<file path="config.mk">
export PLATFORM = sky130hd
export DESIGN_NAME = socks5_handshake_parser
export DESIGN_NICKNAME = d
export VERILOG_FILES = /design/src/hw/rtl/socks5hp_pkg.sv /design/src/hw/rtl/socks5hp_front.sv /design/src/hw/rtl/socks5hp_fifo.sv /design/src/hw/rtl/socks5hp_back.sv /design/src/hw/rtl/socks5_handshake_parser.sv
export VERILOG_INCLUDE_DIRS = /design/src /design/src/hw/rtl
export SDC_FILE = /design/constraint.sdc
export NUM_CORES = 1
export LEC_CHECK = 0
export ABC_AREA = 1
export BUFFER_PORTS_ARGS = -buffer_cell sky130_fd_sc_hd__buf_2
export CAP_MARGIN = 10
export CORE_ASPECT_RATIO = 0.75
export CORE_MARGIN = 4
export CORE_UTILIZATION = 40
export DETAILED_ROUTE_END_ITERATION = 16
export GPL_TIMING_DRIVEN = 0
export REMOVE_ABC_BUFFERS = 1
export SKIP_CTS_REPAIR_TIMING = 1
export SYNTH_ARGS = -nofsm -noshare
export SYNTH_HDL_FRONTEND = slang
export SYNTH_HIERARCHICAL = 1
export SYNTH_SLANG_ARGS = --single-unit
</file>
<file path="constraint.sdc">
create_clock -name clock -period 6.3 [get_ports clock]
set_input_delay 0.315 -clock clock [delete_from_list [all_inputs] [get_ports clock]]
set_output_delay 0.315 -clock clock [all_outputs]
set_load 0.01 [all_outputs]
</file>
<file path="src/hw/rtl/socks5_handshake_parser_macros.svh">
// assertion helpers for the top-level parser rtl
`ifndef SOCKS5_HANDSHAKE_PARSER_MACROS_SVH
`define SOCKS5_HANDSHAKE_PARSER_MACROS_SVH

// checked outside reset
`define SOCKS5HP_ASSERT(label, clk, rst, prop, msg) \
   label: assert property (@(posedge clk) disable iff (rst) prop) else $error(msg);

// checked on every edge, reset included
`define SOCKS5HP_ASSERT_NR(label, clk, prop, msg) \
   label: assert property (@(posedge clk) prop) else $error(msg);

`endif

</file>
<file path="src/hw/rtl/socks5hp_pkg.sv">
`timescale 1ns / 1ps
`default_nettype none

package socks5hp_pkg;

   typedef enum logic [1:0] {
      CMD_DATA    = 2'd0,
      CMD_NEW     = 2'd1,
      CMD_OUTCOME = 2'd2
   } command_type;

   typedef enum logic [2:0] {
      KIND_REPLY    = 3'd0,
      KIND_ADDRESS  = 3'd1,
      KIND_TARGET   = 3'd2,
      KIND_PAYLOAD  = 3'd3,
      KIND_CLOSED   = 3'd4,
      KIND_DIVERTED = 3'd5
   } kind_type;

   typedef enum logic [1:0] {
      ATYPE_IPV4   = 2'd0,
      ATYPE_DOMAIN = 2'd1,
      ATYPE_IPV6   = 2'd2
   } atype_type;

   typedef enum logic [2:0] {
      REASON_NONE         = 3'd0,
      REASON_BAD_GREETING = 3'd1,
      REASON_NO_AUTH      = 3'd2,
      REASON_BAD_REQUEST  = 3'd3,
      REASON_CMD_UNSUPP   = 3'd4,
      REASON_ATYPE_UNSUPP = 3'd5,
      REASON_TUNNEL_FAIL  = 3'd6
   } reason_type;

   typedef enum logic [1:0] {
      MODE_UNKNOWN = 2'd0,
      MODE_SOCKS   = 2'd1,
      MODE_DIVERT  = 2'd2
   } mode_type;

   typedef enum logic [2:0] {
      PH_GREETING = 3'd0,
      PH_REQUEST  = 3'd1,
      PH_WAIT     = 3'd2,
      PH_OPEN     = 3'd3,
      PH_CLOSED   = 3'd4
   } phase_type;

   // work orders handed from front to back
   typedef enum logic [2:0] {
      OP_SINGLE      = 3'd0,
      OP_SHORT       = 3'd1,
      OP_SHORT_CLOSE = 3'd2,
      OP_LONG        = 3'd3,
      OP_LONG_CLOSE  = 3'd4
   } op_type;

   typedef struct packed {
      op_type     op;
      kind_type   kind;
      logic [15:0] value;
      atype_type  atype;
      reason_type reason;
      logic [7:0] code;
   } action_type;

   localparam logic [7:0] SOCKS_VER     = 8'h05;
   localparam logic [7:0] METHOD_NOAUTH = 8'h00;
   localparam logic [7:0] REQ_CONNECT   = 8'h01;
   localparam logic [7:0] ATYP_IPV4     = 8'h01;
   localparam logic [7:0] ATYP_DOMAIN   = 8'h03;
   localparam logic [7:0] ATYP_IPV6     = 8'h04;
   localparam logic [7:0] IPV4_LEN      = 8'd4;
   localparam logic [7:0] IPV6_LEN      = 8'd16;

   localparam logic [7:0] REP_OK        = 8'h00;
   localparam logic [7:0] REP_FAIL      = 8'h01;
   localparam logic [7:0] REP_UNREACH   = 8'h04;
   localparam logic [7:0] REP_CMD       = 8'h07;
   localparam logic [7:0] REP_ATYPE     = 8'h08;
   localparam logic [7:0] REP_NOAUTH    = 8'hFF;

   localparam logic [3:0] SHORT_LEN     = 4'd2;
   localparam logic [3:0] LONG_LEN      = 4'd10;

   function automatic atype_type atype_of(input logic [7:0] code);
      if (code == ATYP_DOMAIN) begin
         return ATYPE_DOMAIN;
      end else if (code == ATYP_IPV6) begin
         return ATYPE_IPV6;
      end
      return ATYPE_IPV4;
   endfunction

endpackage

`default_nettype wire

</file>
<file path="src/hw/rtl/socks5hp_front.sv">
`timescale 1ns / 1ps
`default_nettype none

module socks5hp_front (
   input  wire logic                     clock,
   input  wire logic                     reset,
   input  wire logic                     req_tvalid,
   output logic                          req_tready,
   input  wire logic [1:0]               req_command,
   input  wire logic [7:0]               req_data_byte,
   input  wire logic                     req_connected,
   input  wire logic                     q_full,
   output logic                          q_push,
   output socks5hp_pkg::action_type      q_action
);

   socks5hp_pkg::mode_type  mode_ff, mode_in;
   socks5hp_pkg::phase_type phase_ff, phase_in;
   logic [8:0] idx_ff, idx_in;
   logic [7:0] methods_ff, methods_in;
   logic       noauth_ff, noauth_in;
   logic [7:0] req_kind_ff, req_kind_in;
   logic [7:0] addr_code_ff, addr_code_in;
   logic [7:0] addr_size_ff, addr_size_in;
   logic [7:0] port_high_ff, port_high_in;

   logic                   accept;
   logic [8:0]             idx_inc;
   logic [7:0]             meth_dec;
   logic [9:0]             addr_start;
   logic [9:0]             addr_end;
   logic [9:0]             idx_wide;
   socks5hp_pkg::mode_type mode_eff;
   socks5hp_pkg::atype_type at;

   function automatic socks5hp_pkg::action_type make_act(
      input socks5hp_pkg::op_type     op,
      input socks5hp_pkg::kind_type   kind,
      input logic [15:0]              value,
      input socks5hp_pkg::atype_type  atype,
      input socks5hp_pkg::reason_type reason,
      input logic [7:0]               code
   );
      socks5hp_pkg::action_type a;
      a.op     = op;
      a.kind   = kind;
      a.value  = value;
      a.atype  = atype;
      a.reason = reason;
      a.code   = code;
      return a;
   endfunction

   assign req_tready = !q_full;
   assign accept     = req_tvalid && !q_full;

   always_ff @(posedge clock) begin
      if (reset) begin
         mode_ff      <= socks5hp_pkg::MODE_UNKNOWN;
         phase_ff     <= socks5hp_pkg::PH_GREETING;
         idx_ff       <= '0;
         methods_ff   <= '0;
         noauth_ff    <= 1'b0;
         req_kind_ff  <= '0;
         addr_code_ff <= '0;
         addr_size_ff <= '0;
         port_high_ff <= '0;
      end else begin
         mode_ff      <= mode_in;
         phase_ff     <= phase_in;
         idx_ff       <= idx_in;
         methods_ff   <= methods_in;
         noauth_ff    <= noauth_in;
         req_kind_ff  <= req_kind_in;
         addr_code_ff <= addr_code_in;
         addr_size_ff <= addr_size_in;
         port_high_ff <= port_high_in;
      end
   end

   always_comb begin
      mode_in      = mode_ff;
      phase_in     = phase_ff;
      idx_in       = idx_ff;
      methods_in   = methods_ff;
      noauth_in    = noauth_ff;
      req_kind_in  = req_kind_ff;
      addr_code_in = addr_code_ff;
      addr_size_in = addr_size_ff;
      port_high_in = port_high_ff;
      q_push       = 1'b0;
      q_action     = make_act(socks5hp_pkg::OP_SINGLE, socks5hp_pkg::KIND_REPLY, 16'd0,
                              socks5hp_pkg::ATYPE_IPV4, socks5hp_pkg::REASON_NONE, 8'd0);

      idx_inc    = (idx_ff != 9'd511) ? idx_ff + 9'd1 : idx_ff;
      meth_dec   = methods_ff - 8'd1;
      addr_start = (addr_code_ff == socks5hp_pkg::ATYP_DOMAIN) ? 10'd5 : 10'd4;
      addr_end   = addr_start + {2'b00, addr_size_ff};
      idx_wide   = {1'b0, idx_ff};
      at         = socks5hp_pkg::atype_of(addr_code_ff);
      mode_eff   = mode_ff;

      if (accept) begin
         unique case (req_command)
            socks5hp_pkg::CMD_NEW: begin
               mode_in      = socks5hp_pkg::MODE_UNKNOWN;
               phase_in     = socks5hp_pkg::PH_GREETING;
               idx_in       = '0;
               methods_in   = '0;
               noauth_in    = 1'b0;
               req_kind_in  = '0;
               addr_code_in = '0;
               addr_size_in = '0;
               port_high_in = '0;
            end
            socks5hp_pkg::CMD_OUTCOME: begin
               if (mode_ff == socks5hp_pkg::MODE_SOCKS && phase_ff == socks5hp_pkg::PH_WAIT) begin
                  q_push = 1'b1;
                  if (req_connected) begin
                     q_action = make_act(socks5hp_pkg::OP_LONG, socks5hp_pkg::KIND_REPLY,
                                         16'd0, socks5hp_pkg::ATYPE_IPV4,
                                         socks5hp_pkg::REASON_NONE, socks5hp_pkg::REP_OK);
                     phase_in = socks5hp_pkg::PH_OPEN;
                  end else begin
                     q_action = make_act(socks5hp_pkg::OP_LONG_CLOSE, socks5hp_pkg::KIND_REPLY,
                                         16'd0, socks5hp_pkg::ATYPE_IPV4,
                                         socks5hp_pkg::REASON_TUNNEL_FAIL,
                                         socks5hp_pkg::REP_UNREACH);
                     phase_in = socks5hp_pkg::PH_CLOSED;
                  end
               end
            end
            socks5hp_pkg::CMD_DATA: begin
               if (mode_ff == socks5hp_pkg::MODE_UNKNOWN) begin
                  mode_eff = (req_data_byte == socks5hp_pkg::SOCKS_VER) ?
                             socks5hp_pkg::MODE_SOCKS : socks5hp_pkg::MODE_DIVERT;
               end
               mode_in = mode_eff;
               if (mode_eff == socks5hp_pkg::MODE_DIVERT) begin
                  q_push   = 1'b1;
                  q_action = make_act(socks5hp_pkg::OP_SINGLE, socks5hp_pkg::KIND_DIVERTED,
                                      {8'd0, req_data_byte}, socks5hp_pkg::ATYPE_IPV4,
                                      socks5hp_pkg::REASON_NONE, 8'd0);
               end else begin
                  unique case (phase_ff)
                     socks5hp_pkg::PH_GREETING: begin
                        priority if (idx_ff == 9'd0) begin
                           if (req_data_byte != socks5hp_pkg::SOCKS_VER) begin
                              q_push   = 1'b1;
                              q_action = make_act(socks5hp_pkg::OP_LONG_CLOSE,
                                                  socks5hp_pkg::KIND_REPLY, 16'd0,
                                                  socks5hp_pkg::ATYPE_IPV4,
                                                  socks5hp_pkg::REASON_BAD_GREETING,
                                                  socks5hp_pkg::REP_FAIL);
                              phase_in = socks5hp_pkg::PH_CLOSED;
                           end else begin
                              idx_in = idx_inc;
                           end
                        end else if (idx_ff == 9'd1) begin
                           if (req_data_byte == 8'd0) begin
                              q_push   = 1'b1;
                              q_action = make_act(socks5hp_pkg::OP_LONG_CLOSE,
                                                  socks5hp_pkg::KIND_REPLY, 16'd0,
                                                  socks5hp_pkg::ATYPE_IPV4,
                                                  socks5hp_pkg::REASON_BAD_GREETING,
                                                  socks5hp_pkg::REP_FAIL);
                              phase_in = socks5hp_pkg::PH_CLOSED;
                           end else begin
                              methods_in = req_data_byte;
                              idx_in     = idx_inc;
                           end
                        end else begin
                           if (req_data_byte == socks5hp_pkg::METHOD_NOAUTH) begin
                              noauth_in = 1'b1;
                           end
                           methods_in = meth_dec;
                           if (meth_dec == 8'd0) begin
                              q_push = 1'b1;
                              if (noauth_ff || req_data_byte == socks5hp_pkg::METHOD_NOAUTH) begin
                                 q_action = make_act(socks5hp_pkg::OP_SHORT,
                                                     socks5hp_pkg::KIND_REPLY, 16'd0,
                                                     socks5hp_pkg::ATYPE_IPV4,
                                                     socks5hp_pkg::REASON_NONE,
                                                     socks5hp_pkg::METHOD_NOAUTH);
                                 phase_in = socks5hp_pkg::PH_REQUEST;
                                 idx_in   = '0;
                              end else begin
                                 q_action = make_act(socks5hp_pkg::OP_SHORT_CLOSE,
                                                     socks5hp_pkg::KIND_REPLY, 16'd0,
                                                     socks5hp_pkg::ATYPE_IPV4,
                                                     socks5hp_pkg::REASON_NO_AUTH,
                                                     socks5hp_pkg::REP_NOAUTH);
                                 phase_in = socks5hp_pkg::PH_CLOSED;
                              end
                           end else begin
                              idx_in = idx_inc;
                           end
                        end
                     end
                     socks5hp_pkg::PH_REQUEST: begin
                        priority if (idx_ff == 9'd0) begin
                           if (req_data_byte != socks5hp_pkg::SOCKS_VER) begin
                              q_push   = 1'b1;
                              q_action = make_act(socks5hp_pkg::OP_LONG_CLOSE,
                                                  socks5hp_pkg::KIND_REPLY, 16'd0,
                                                  socks5hp_pkg::ATYPE_IPV4,
                                                  socks5hp_pkg::REASON_BAD_REQUEST,
                                                  socks5hp_pkg::REP_FAIL);
                              phase_in = socks5hp_pkg::PH_CLOSED;
                           end else begin
                              idx_in = idx_inc;
                           end
                        end else if (idx_ff == 9'd1) begin
                           req_kind_in = req_data_byte;
                           idx_in      = idx_inc;
                        end else if (idx_ff == 9'd2) begin
                           if (req_data_byte != 8'd0) begin
                              q_push   = 1'b1;
                              q_action = make_act(socks5hp_pkg::OP_LONG_CLOSE,
                                                  socks5hp_pkg::KIND_REPLY, 16'd0,
                                                  socks5hp_pkg::ATYPE_IPV4,
                                                  socks5hp_pkg::REASON_BAD_REQUEST,
                                                  socks5hp_pkg::REP_FAIL);
                              phase_in = socks5hp_pkg::PH_CLOSED;
                           end else if (req_kind_ff != socks5hp_pkg::REQ_CONNECT) begin
                              q_push   = 1'b1;
                              q_action = make_act(socks5hp_pkg::OP_LONG_CLOSE,
                                                  socks5hp_pkg::KIND_REPLY, 16'd0,
                                                  socks5hp_pkg::ATYPE_IPV4,
                                                  socks5hp_pkg::REASON_CMD_UNSUPP,
                                                  socks5hp_pkg::REP_CMD);
                              phase_in = socks5hp_pkg::PH_CLOSED;
                           end else begin
                              idx_in = idx_inc;
                           end
                        end else if (idx_ff == 9'd3) begin
                           addr_code_in = req_data_byte;
                           priority if (req_data_byte == socks5hp_pkg::ATYP_IPV4) begin
                              addr_size_in = socks5hp_pkg::IPV4_LEN;
                              idx_in       = idx_inc;
                           end else if (req_data_byte == socks5hp_pkg::ATYP_IPV6) begin
                              addr_size_in = socks5hp_pkg::IPV6_LEN;
                              idx_in       = idx_inc;
                           end else if (req_data_byte == socks5hp_pkg::ATYP_DOMAIN) begin
                              idx_in = idx_inc;
                           end else begin
                              q_push   = 1'b1;
                              q_action = make_act(socks5hp_pkg::OP_LONG_CLOSE,
                                                  socks5hp_pkg::KIND_REPLY, 16'd0,
                                                  socks5hp_pkg::ATYPE_IPV4,
                                                  socks5hp_pkg::REASON_ATYPE_UNSUPP,
                                                  socks5hp_pkg::REP_ATYPE);
                              phase_in = socks5hp_pkg::PH_CLOSED;
                           end
                        end else if (idx_ff == 9'd4 &&
                                     addr_code_ff == socks5hp_pkg::ATYP_DOMAIN) begin
                           if (req_data_byte == 8'd0) begin
                              q_push   = 1'b1;
                              q_action = make_act(socks5hp_pkg::OP_LONG_CLOSE,
                                                  socks5hp_pkg::KIND_REPLY, 16'd0,
                                                  socks5hp_pkg::ATYPE_IPV4,
                                                  socks5hp_pkg::REASON_BAD_REQUEST,
                                                  socks5hp_pkg::REP_FAIL);
                              phase_in = socks5hp_pkg::PH_CLOSED;
                           end else begin
                              addr_size_in = req_data_byte;
                              idx_in       = idx_inc;
                           end
                        end else if (idx_wide < addr_end) begin
                           q_push   = 1'b1;
                           q_action = make_act(socks5hp_pkg::OP_SINGLE,
                                               socks5hp_pkg::KIND_ADDRESS,
                                               {8'd0, req_data_byte}, at,
                                               socks5hp_pkg::REASON_NONE, 8'd0);
                           idx_in   = idx_inc;
                        end else if (idx_wide == addr_end) begin
                           port_high_in = req_data_byte;
                           idx_in       = idx_inc;
                        end else begin
                           q_push   = 1'b1;
                           q_action = make_act(socks5hp_pkg::OP_SINGLE,
                                               socks5hp_pkg::KIND_TARGET,
                                               {port_high_ff, req_data_byte}, at,
                                               socks5hp_pkg::REASON_NONE, 8'd0);
                           phase_in = socks5hp_pkg::PH_WAIT;
                           idx_in   = '0;
                        end
                     end
                     socks5hp_pkg::PH_WAIT, socks5hp_pkg::PH_OPEN: begin
                        q_push   = 1'b1;
                        q_action = make_act(socks5hp_pkg::OP_SINGLE, socks5hp_pkg::KIND_PAYLOAD,
                                            {8'd0, req_data_byte}, socks5hp_pkg::ATYPE_IPV4,
                                            socks5hp_pkg::REASON_NONE, 8'd0);
                     end
                     default: begin
                     end
                  endcase
               end
            end
            default: begin
            end
         endcase
      end
   end

endmodule

`default_nettype wire

</file>
<file path="src/hw/rtl/socks5hp_fifo.sv">
`timescale 1ns / 1ps
`default_nettype none

module socks5hp_fifo #(
   parameter int DEPTH = 4
) (
   input  wire logic                     clock,
   input  wire logic                     reset,
   input  wire logic                     push,
   input  wire socks5hp_pkg::action_type push_data,
   output logic                          full,
   output logic                          valid,
   output socks5hp_pkg::action_type      head,
   input  wire logic                     pop
);

   localparam int PTR_W = (DEPTH > 1) ? $clog2(DEPTH) : 1;
   localparam int CNT_W = $clog2(DEPTH + 1);
   localparam logic [PTR_W-1:0] LAST_PTR = PTR_W'(DEPTH - 1);
   localparam logic [CNT_W-1:0] FULL_CNT = CNT_W'(DEPTH);

   socks5hp_pkg::action_type mem_ff [DEPTH];
   logic [PTR_W-1:0] wr_ptr_ff, wr_ptr_in;
   logic [PTR_W-1:0] rd_ptr_ff, rd_ptr_in;
   logic [CNT_W-1:0] count_ff, count_in;
   logic             do_push;
   logic             do_pop;

   assign full    = (count_ff == FULL_CNT);
   assign valid   = (count_ff != '0);
   assign head    = mem_ff[rd_ptr_ff];
   assign do_push = push && !full;
   assign do_pop  = pop && valid;

   always_comb begin
      wr_ptr_in = wr_ptr_ff;
      rd_ptr_in = rd_ptr_ff;
      count_in  = count_ff;
      if (do_push) begin
         wr_ptr_in = (wr_ptr_ff == LAST_PTR) ? '0 : wr_ptr_ff + PTR_W'(1);
      end
      if (do_pop) begin
         rd_ptr_in = (rd_ptr_ff == LAST_PTR) ? '0 : rd_ptr_ff + PTR_W'(1);
      end
      if (do_push && !do_pop) begin
         count_in = count_ff + CNT_W'(1);
      end else if (do_pop && !do_push) begin
         count_in = count_ff - CNT_W'(1);
      end
   end

   always_ff @(posedge clock) begin
      if (reset) begin
         wr_ptr_ff <= '0;
         rd_ptr_ff <= '0;
         count_ff  <= '0;
      end else begin
         wr_ptr_ff <= wr_ptr_in;
         rd_ptr_ff <= rd_ptr_in;
         count_ff  <= count_in;
      end
   end

   always_ff @(posedge clock) begin
      if (do_push) begin
         mem_ff[wr_ptr_ff] <= push_data;
      end
   end

endmodule

`default_nettype wire

</file>
<file path="src/hw/rtl/socks5hp_back.sv">
`timescale 1ns / 1ps
`default_nettype none

module socks5hp_back (
   input  wire logic                     clock,
   input  wire logic                     reset,
   input  wire logic                     q_valid,
   input  wire socks5hp_pkg::action_type q_head,
   output logic                          q_pop,
   output logic                          rsp_tvalid,
   input  wire logic                     rsp_tready,
   output logic [2:0]                    rsp_tuser,
   output logic [23:0]                   rsp_tdata,
   output logic                          rsp_tlast
);

   logic [3:0]  cnt_ff, cnt_in;
   logic        valid_ff, valid_in;
   logic [2:0]  kind_ff;
   logic [15:0] value_ff;
   logic [1:0]  atype_ff;
   logic [2:0]  reason_ff;
   logic        last_ff;

   logic        load;
   logic        take;
   logic [3:0]  reply_n;
   logic        has_close;
   logic [7:0]  reply_byte;
   logic [2:0]  nx_kind;
   logic [15:0] nx_value;
   logic [1:0]  nx_atype;
   logic [2:0]  nx_reason;
   logic        nx_last;

   assign load  = !valid_ff || rsp_tready;
   assign take  = load && q_valid;
   assign q_pop = take && nx_last;

   always_comb begin
      reply_n   = socks5hp_pkg::LONG_LEN;
      has_close = 1'b0;
      unique case (q_head.op)
         socks5hp_pkg::OP_SHORT: begin
            reply_n = socks5hp_pkg::SHORT_LEN;
         end
         socks5hp_pkg::OP_SHORT_CLOSE: begin
            reply_n   = socks5hp_pkg::SHORT_LEN;
            has_close = 1'b1;
         end
         socks5hp_pkg::OP_LONG_CLOSE: begin
            has_close = 1'b1;
         end
         default: begin
         end
      endcase

      priority if (cnt_ff == 4'd0) begin
         reply_byte = socks5hp_pkg::SOCKS_VER;
      end else if (cnt_ff == 4'd1) begin
         reply_byte = q_head.code;
      end else if (cnt_ff == 4'd3) begin
         reply_byte = socks5hp_pkg::ATYP_IPV4;
      end else begin
         reply_byte = 8'd0;
      end

      if (q_head.op == socks5hp_pkg::OP_SINGLE) begin
         nx_kind   = q_head.kind;
         nx_value  = q_head.value;
         nx_atype  = q_head.atype;
         nx_reason = q_head.reason;
         nx_last   = 1'b1;
      end else if (cnt_ff < reply_n) begin
         nx_kind   = socks5hp_pkg::KIND_REPLY;
         nx_value  = {8'd0, reply_byte};
         nx_atype  = socks5hp_pkg::ATYPE_IPV4;
         nx_reason = socks5hp_pkg::REASON_NONE;
         nx_last   = (cnt_ff == reply_n - 4'd1) && !has_close;
      end else begin
         nx_kind   = socks5hp_pkg::KIND_CLOSED;
         nx_value  = 16'd0;
         nx_atype  = socks5hp_pkg::ATYPE_IPV4;
         nx_reason = q_head.reason;
         nx_last   = 1'b1;
      end

      cnt_in   = cnt_ff;
      valid_in = valid_ff;
      if (take) begin
         valid_in = 1'b1;
         cnt_in   = nx_last ? 4'd0 : cnt_ff + 4'd1;
      end else if (load) begin
         valid_in = 1'b0;
      end
   end

   always_ff @(posedge clock) begin
      if (reset) begin
         cnt_ff   <= '0;
         valid_ff <= 1'b0;
      end else begin
         cnt_ff   <= cnt_in;
         valid_ff <= valid_in;
      end
   end

   always_ff @(posedge clock) begin
      if (take) begin
         kind_ff   <= nx_kind;
         value_ff  <= nx_value;
         atype_ff  <= nx_atype;
         reason_ff <= nx_reason;
         last_ff   <= nx_last;
      end
   end

   assign rsp_tvalid = valid_ff;
   assign rsp_tuser  = kind_ff;
   assign rsp_tdata  = {3'b000, reason_ff, atype_ff, value_ff};
   assign rsp_tlast  = last_ff;

endmodule

`default_nettype wire

</file>
<file path="src/hw/rtl/socks5_handshake_parser.sv">
// socks5 server handshake parser
// req channel: one transaction per client event. tuser carries the command
// (data byte, new connection, tunnel outcome), tdata the byte and the
// tunnel-established flag. a new-connection command clears all parse state.
// rsp channel: result transactions; tuser is the result kind, tdata holds
// value, address type and close reason, tlast marks the final result that
// one request transaction caused. requests that cause no result give none.
// a front parser classifies each byte into a job written into the queue; with
// an empty queue the back sequencer then loads that job's first result into the
// output register; it expands jobs into results, one per cycle unless stalled.
// throughput: one request per cycle; a job yields 1, 2, 3, 10 or 11 results,
// so req_tready drops only while the job queue is full behind long replies.
// when the receiver holds rsp_tready low the output register holds its
// transaction, the back end pauses and the queue fills, then req_tready drops.
// reset (synchronous, active high) empties the queue and output register and
// returns the parser to the greeting phase with the protocol not yet known.
`timescale 1ns / 1ps
`default_nettype none
`include "socks5_handshake_parser_macros.svh"

module socks5_handshake_parser #(
   parameter int QUEUE_DEPTH = 4
) (
   input  wire logic        clock,
   input  wire logic        reset,
   input  wire logic        req_tvalid,
   output logic             req_tready,
   input  wire logic [15:0] req_tdata,   // data_byte[7:0], connected[8], zero[15:9]
   input  wire logic [1:0]  req_tuser,   // command[1:0]
   output logic             rsp_tvalid,
   input  wire logic        rsp_tready,
   output logic [23:0]      rsp_tdata,   // value[15:0], address_type[17:16],
                                         // close_reason[20:18], zero[23:21]
   output logic [2:0]       rsp_tuser,   // kind[2:0]
   output logic             rsp_tlast
);

   logic                     q_full;
   logic                     q_push;
   logic                     q_valid;
   logic                     q_pop;
   socks5hp_pkg::action_type q_action;
   socks5hp_pkg::action_type q_head;

   socks5hp_front u_front (
      .clock         (clock),
      .reset         (reset),
      .req_tvalid    (req_tvalid),
      .req_tready    (req_tready),
      .req_command   (req_tuser),
      .req_data_byte (req_tdata[7:0]),
      .req_connected (req_tdata[8]),
      .q_full        (q_full),
      .q_push        (q_push),
      .q_action      (q_action)
   );

   socks5hp_fifo #(
      .DEPTH (QUEUE_DEPTH)
   ) u_fifo (
      .clock     (clock),
      .reset     (reset),
      .push      (q_push),
      .push_data (q_action),
      .full      (q_full),
      .valid     (q_valid),
      .head      (q_head),
      .pop       (q_pop)
   );

   socks5hp_back u_back (
      .clock      (clock),
      .reset      (reset),
      .q_valid    (q_valid),
      .q_head     (q_head),
      .q_pop      (q_pop),
      .rsp_tvalid (rsp_tvalid),
      .rsp_tready (rsp_tready),
      .rsp_tuser  (rsp_tuser),
      .rsp_tdata  (rsp_tdata),
      .rsp_tlast  (rsp_tlast)
   );

   `SOCKS5HP_ASSERT_NR(a_rst_idle, clock, reset |=> !rsp_tvalid, "output valid after reset")
   `SOCKS5HP_ASSERT(a_close_last, clock, reset, rsp_tvalid && rsp_tuser == socks5hp_pkg::KIND_CLOSED |-> rsp_tlast, "close result not last")
   `SOCKS5HP_ASSERT(a_atype_kind, clock, reset, rsp_tvalid && rsp_tuser != socks5hp_pkg::KIND_ADDRESS && rsp_tuser != socks5hp_pkg::KIND_TARGET |-> rsp_tdata[17:16] == 2'b00, "address type on wrong kind")
   `SOCKS5HP_ASSERT(a_pop_valid, clock, reset, q_pop |-> q_valid, "job popped from empty queue")

endmodule

`default_nettype wire
</file>
==> flow_metrics.env <==
export IMPL_status="finished, final reports clean"
export IMPL_fmax_mhz=188
export IMPL_drv_slew=0
export IMPL_final_antenna_net_count=0
export IMPL_cts_sinks=234
export IMPL_hold_path_class="in -> reg"
export IMPL_drive_gt1_share_pct=10.6
export IMPL_crit_path_max_fanout=7
export IMPL_fin_crit_ps=5330
export IMPL_cp_top_family="simple AND/OR/NAND/NOR gates"
export IMPL_cp_slowest_cell="fa_1"
export IMPL_cts_tree="built"
export IMPL_finalWirelength_um=30500
export IMPL_drc=0
export IMPL_track_usage_pct=18.2
export IMPL_ys_types=52
export IMPL_hold_viol=0
export IMPL_die_w_um=208
export IMPL_fill_cells=2895
export IMPL_crit_required_ps=6720
export IMPL_port_buffers=41
export IMPL_cts_max_level=1
export IMPL_slew_headroom_pct=32.1
export IMPL_synth_top_flop_cell="edfxtp_1"
export IMPL_root_buffer="clkbuf_16"
export IMPL_synth_yosys_seq_area_share_pct=52.8
export IMPL_finalSetupViolCount=0
export IMPL_dpl_cell_count=1792
export IMPL_power_density_mw_per_mm2=307
export IMPL_grt_antenna_before_repair=0
export IMPL_worst_path_most_repeated_cell="nand2_1"
export IMPL_synth_edf_count=165
export IMPL_avgSynthCellArea_um2=8.57
export IMPL_die_y_um=158
export IMPL_finalNetCount=1478
export IMPL_dr_pass1_iters=8
export IMPL_synth_cells=1401
export IMPL_setup_worst_path_end_class="register"
export IMPL_initial_core_util_pct=41.0
export IMPL_fin_crit_sh_pct=84.6
export IMPL_critPathLaunchType="register"
export IMPL_tns_ps=0
export IMPL_maxCapViolCount=0
export IMPL_cts_buffers=25
export IMPL_worst_setup_path_type="reg -> reg"
export IMPL_rsz0062_at_grt="false"
export IMPL_grt_pass1_vias=8758
export IMPL_gp_congestion=0.928
export IMPL_hpwlAfterDp_um=20700
export IMPL_ys_seq_elements=234
export IMPL_slowest_delay_ps=440
export IMPL_skew_ps=15.6
export IMPL_grt_overflow=0
export IMPL_core_area_mm2=0.0293
export IMPL_rows=54
export IMPL_tightest_slew_ps=1020
export IMPL_syn_cell_area_mm2=0.0120
export IMPL_finalNonFillerCells=1838
export IMPL_cts_buffer_depth=3
export IMPL_area_growth_pct=11.2
export IMPL_leakagePower_nw=5.44
export IMPL_clock_latency_ps=530
export IMPL_grt_max_degree=71
export IMPL_viasPerCell=5.22
export IMPL_die_area_mm2=0.0329
export IMPL_path_buf_inv=5
export IMPL_worst_ep_arrival_time_ps=5750
export IMPL_grt_pass1_wl_um=48300
export IMPL_clk_pin_slew_worst_paths_ps=60
export IMPL_drt_initial_drc_count=770
export IMPL_ys_warn_count=6
export IMPL_io_pins=52
export IMPL_synthArstFlopShare_pct=0
export IMPL_peakVddDrop_v=0.000175
export IMPL_avgRoutedWirePerCell_um=16.6
export IMPL_vias=9602
export IMPL_diodes=0
-- worst paths after layout --
| check | slack, ps | start | depth (start not counted) | to |
|---|---|---|---|---|
| hold reg to reg | 450 | u_front/port_high_ff[4]$_SDFFE_PP0P_ | 2 | u_front/port_high_ff[4]$_SDFFE_PP0P_ |
| setup reg to reg | 970 | u_front/addr_code_ff[7]$_SDFFE_PP0P_ | 32 | u_fifo/count_ff[2]$_SDFFE_PP0P_ |
| setup / recovery | 970 | u_front/addr_code_ff[7]$_SDFFE_PP0P_ | 32 | u_fifo/count_ff[2]$_SDFFE_PP0P_ |
| hold / removal | 60 | rsp_tready | 4 | u_back/rsp_tvalid$_SDFFE_PP0P_ |
-- tightest hold or removal path, stage by stage --
cell     delay [ps]
buf_2            70
inv_1            30
nand2_1          60
a21oi_1          60
-- stage by stage --
step                      power, W  hold WS [ps]  area (µm²)  utilization, %  setup WS, ps
final                      0.00410          64.6       13400            45.6           973
after global routing       0.00433          88.7       13400            45.6           661
after CTS                  0.00412          52.5       13300            45.5          1030
after detailed placement   0.00271           445       12600            42.8          1070
after global placement     0.00269           442       12400            42.3          -759
after floorplan            0.00244           384       11700               -          1450
-- layout by cell type, fill, tap and decap left out, drive strengths merged, types with 4 or more instances in the layout --
master,n
nor3,4
o22ai,38
dfxtp,69
nand3b,8
xor2,13
buf,48
nor2,254
o21ai,118
nand4,22
edfxtp,165
nand2,314
a21oi,59
ha,27
clkbuf,32
nor4,4
nand3,60
inv,157
a211oi,13
clkinv,11
a31oi,5
-- synth_stat cells (12+ instances only) --
cell type | number | area, µm²
nand2_1 | 296 | 1110
nor2_1 | 235 | 882
edfxtp_1 | 165 | 4950
inv_1 | 141 | 529
o21ai_0 | 87 | 435
dfxtp_1 | 69 | 1380
a21oi_1 | 58 | 290
nand3_1 | 55 | 275
o22ai_1 | 38 | 238
o21ai_1 | 29 | 145
ha_1 | 27 | 338
nand4_1 | 22 | 138
buf_2 | 19 | 95.1
buf_4 | 15 | 113
nand2_2 | 15 | 93.8
a211oi_1 | 13 | 97.6
inv_2 | 13 | 48.8
xor2_1 | 13 | 114
nor2_2 | 12 | 75.1
-- power breakdown --
group / switching [W] / internal [W] / total, W
clock: 0.000596 / 0.000798 / 0.00139
sequential: 0.0000635 / 0.00180 / 0.00186
combinational: 0.000573 / 0.000271 / 0.000844
total: 0.00123 / 0.00287 / 0.00410
-- state kept, by name, summed over array words and instances, names as in the netlist, 4 cells and up, named ones only --
signal and count:
u_fifo/mem_ff 140, u_back/cnt_ff 4, u_front/port_high_ff 8, u_front/req_kind_ff 8
u_front/addr_code_ff 8, u_front/idx_ff 9, u_front/addr_size_ff 8, u_front/methods_ff 8
u_back/value_ff 16
-- routing by layer --
layer  up-vias  GRT usage [%]  part of all wire, %
li1       4737              -                    -
met1      4491           27.6                   50
met2       321           27.3                   41
met3        53           3.47                  7.2
met4         0           3.56                  1.8
met5         -              0                    0
-- cell families after synthesis --
| logic type | count (synthesis) | synth area share [%] |
|---|---|---|
| other | 1 | 0.0312 |
| DFF | 234 | 52.8 |
| and+or+nand+nor | 671 | 24.3 |
| AOI/OAI and AO/OA | 244 | 11.3 |
| xor gates and xnor gates | 16 | 1.17 |
| adders and majority gates | 28 | 2.98 |
| buffers and inverters | 207 | 7.46 |
-- final cells by class --
type | count | area (µm²) | area share, %
timing repair buffer | 48 | 345 | 2.59
clock buffer | 32 | 673 | 5.04
tap | 392 | 490 | 3.67
clock inverter | 13 | 101 | 0.759
inverter | 157 | 594 | 4.45
sequential | 234 | 6340 | 47.5
multi-input combinational | 962 | 4810 | 36.0
Note: power is estimated with default switching activity, not from simulation.
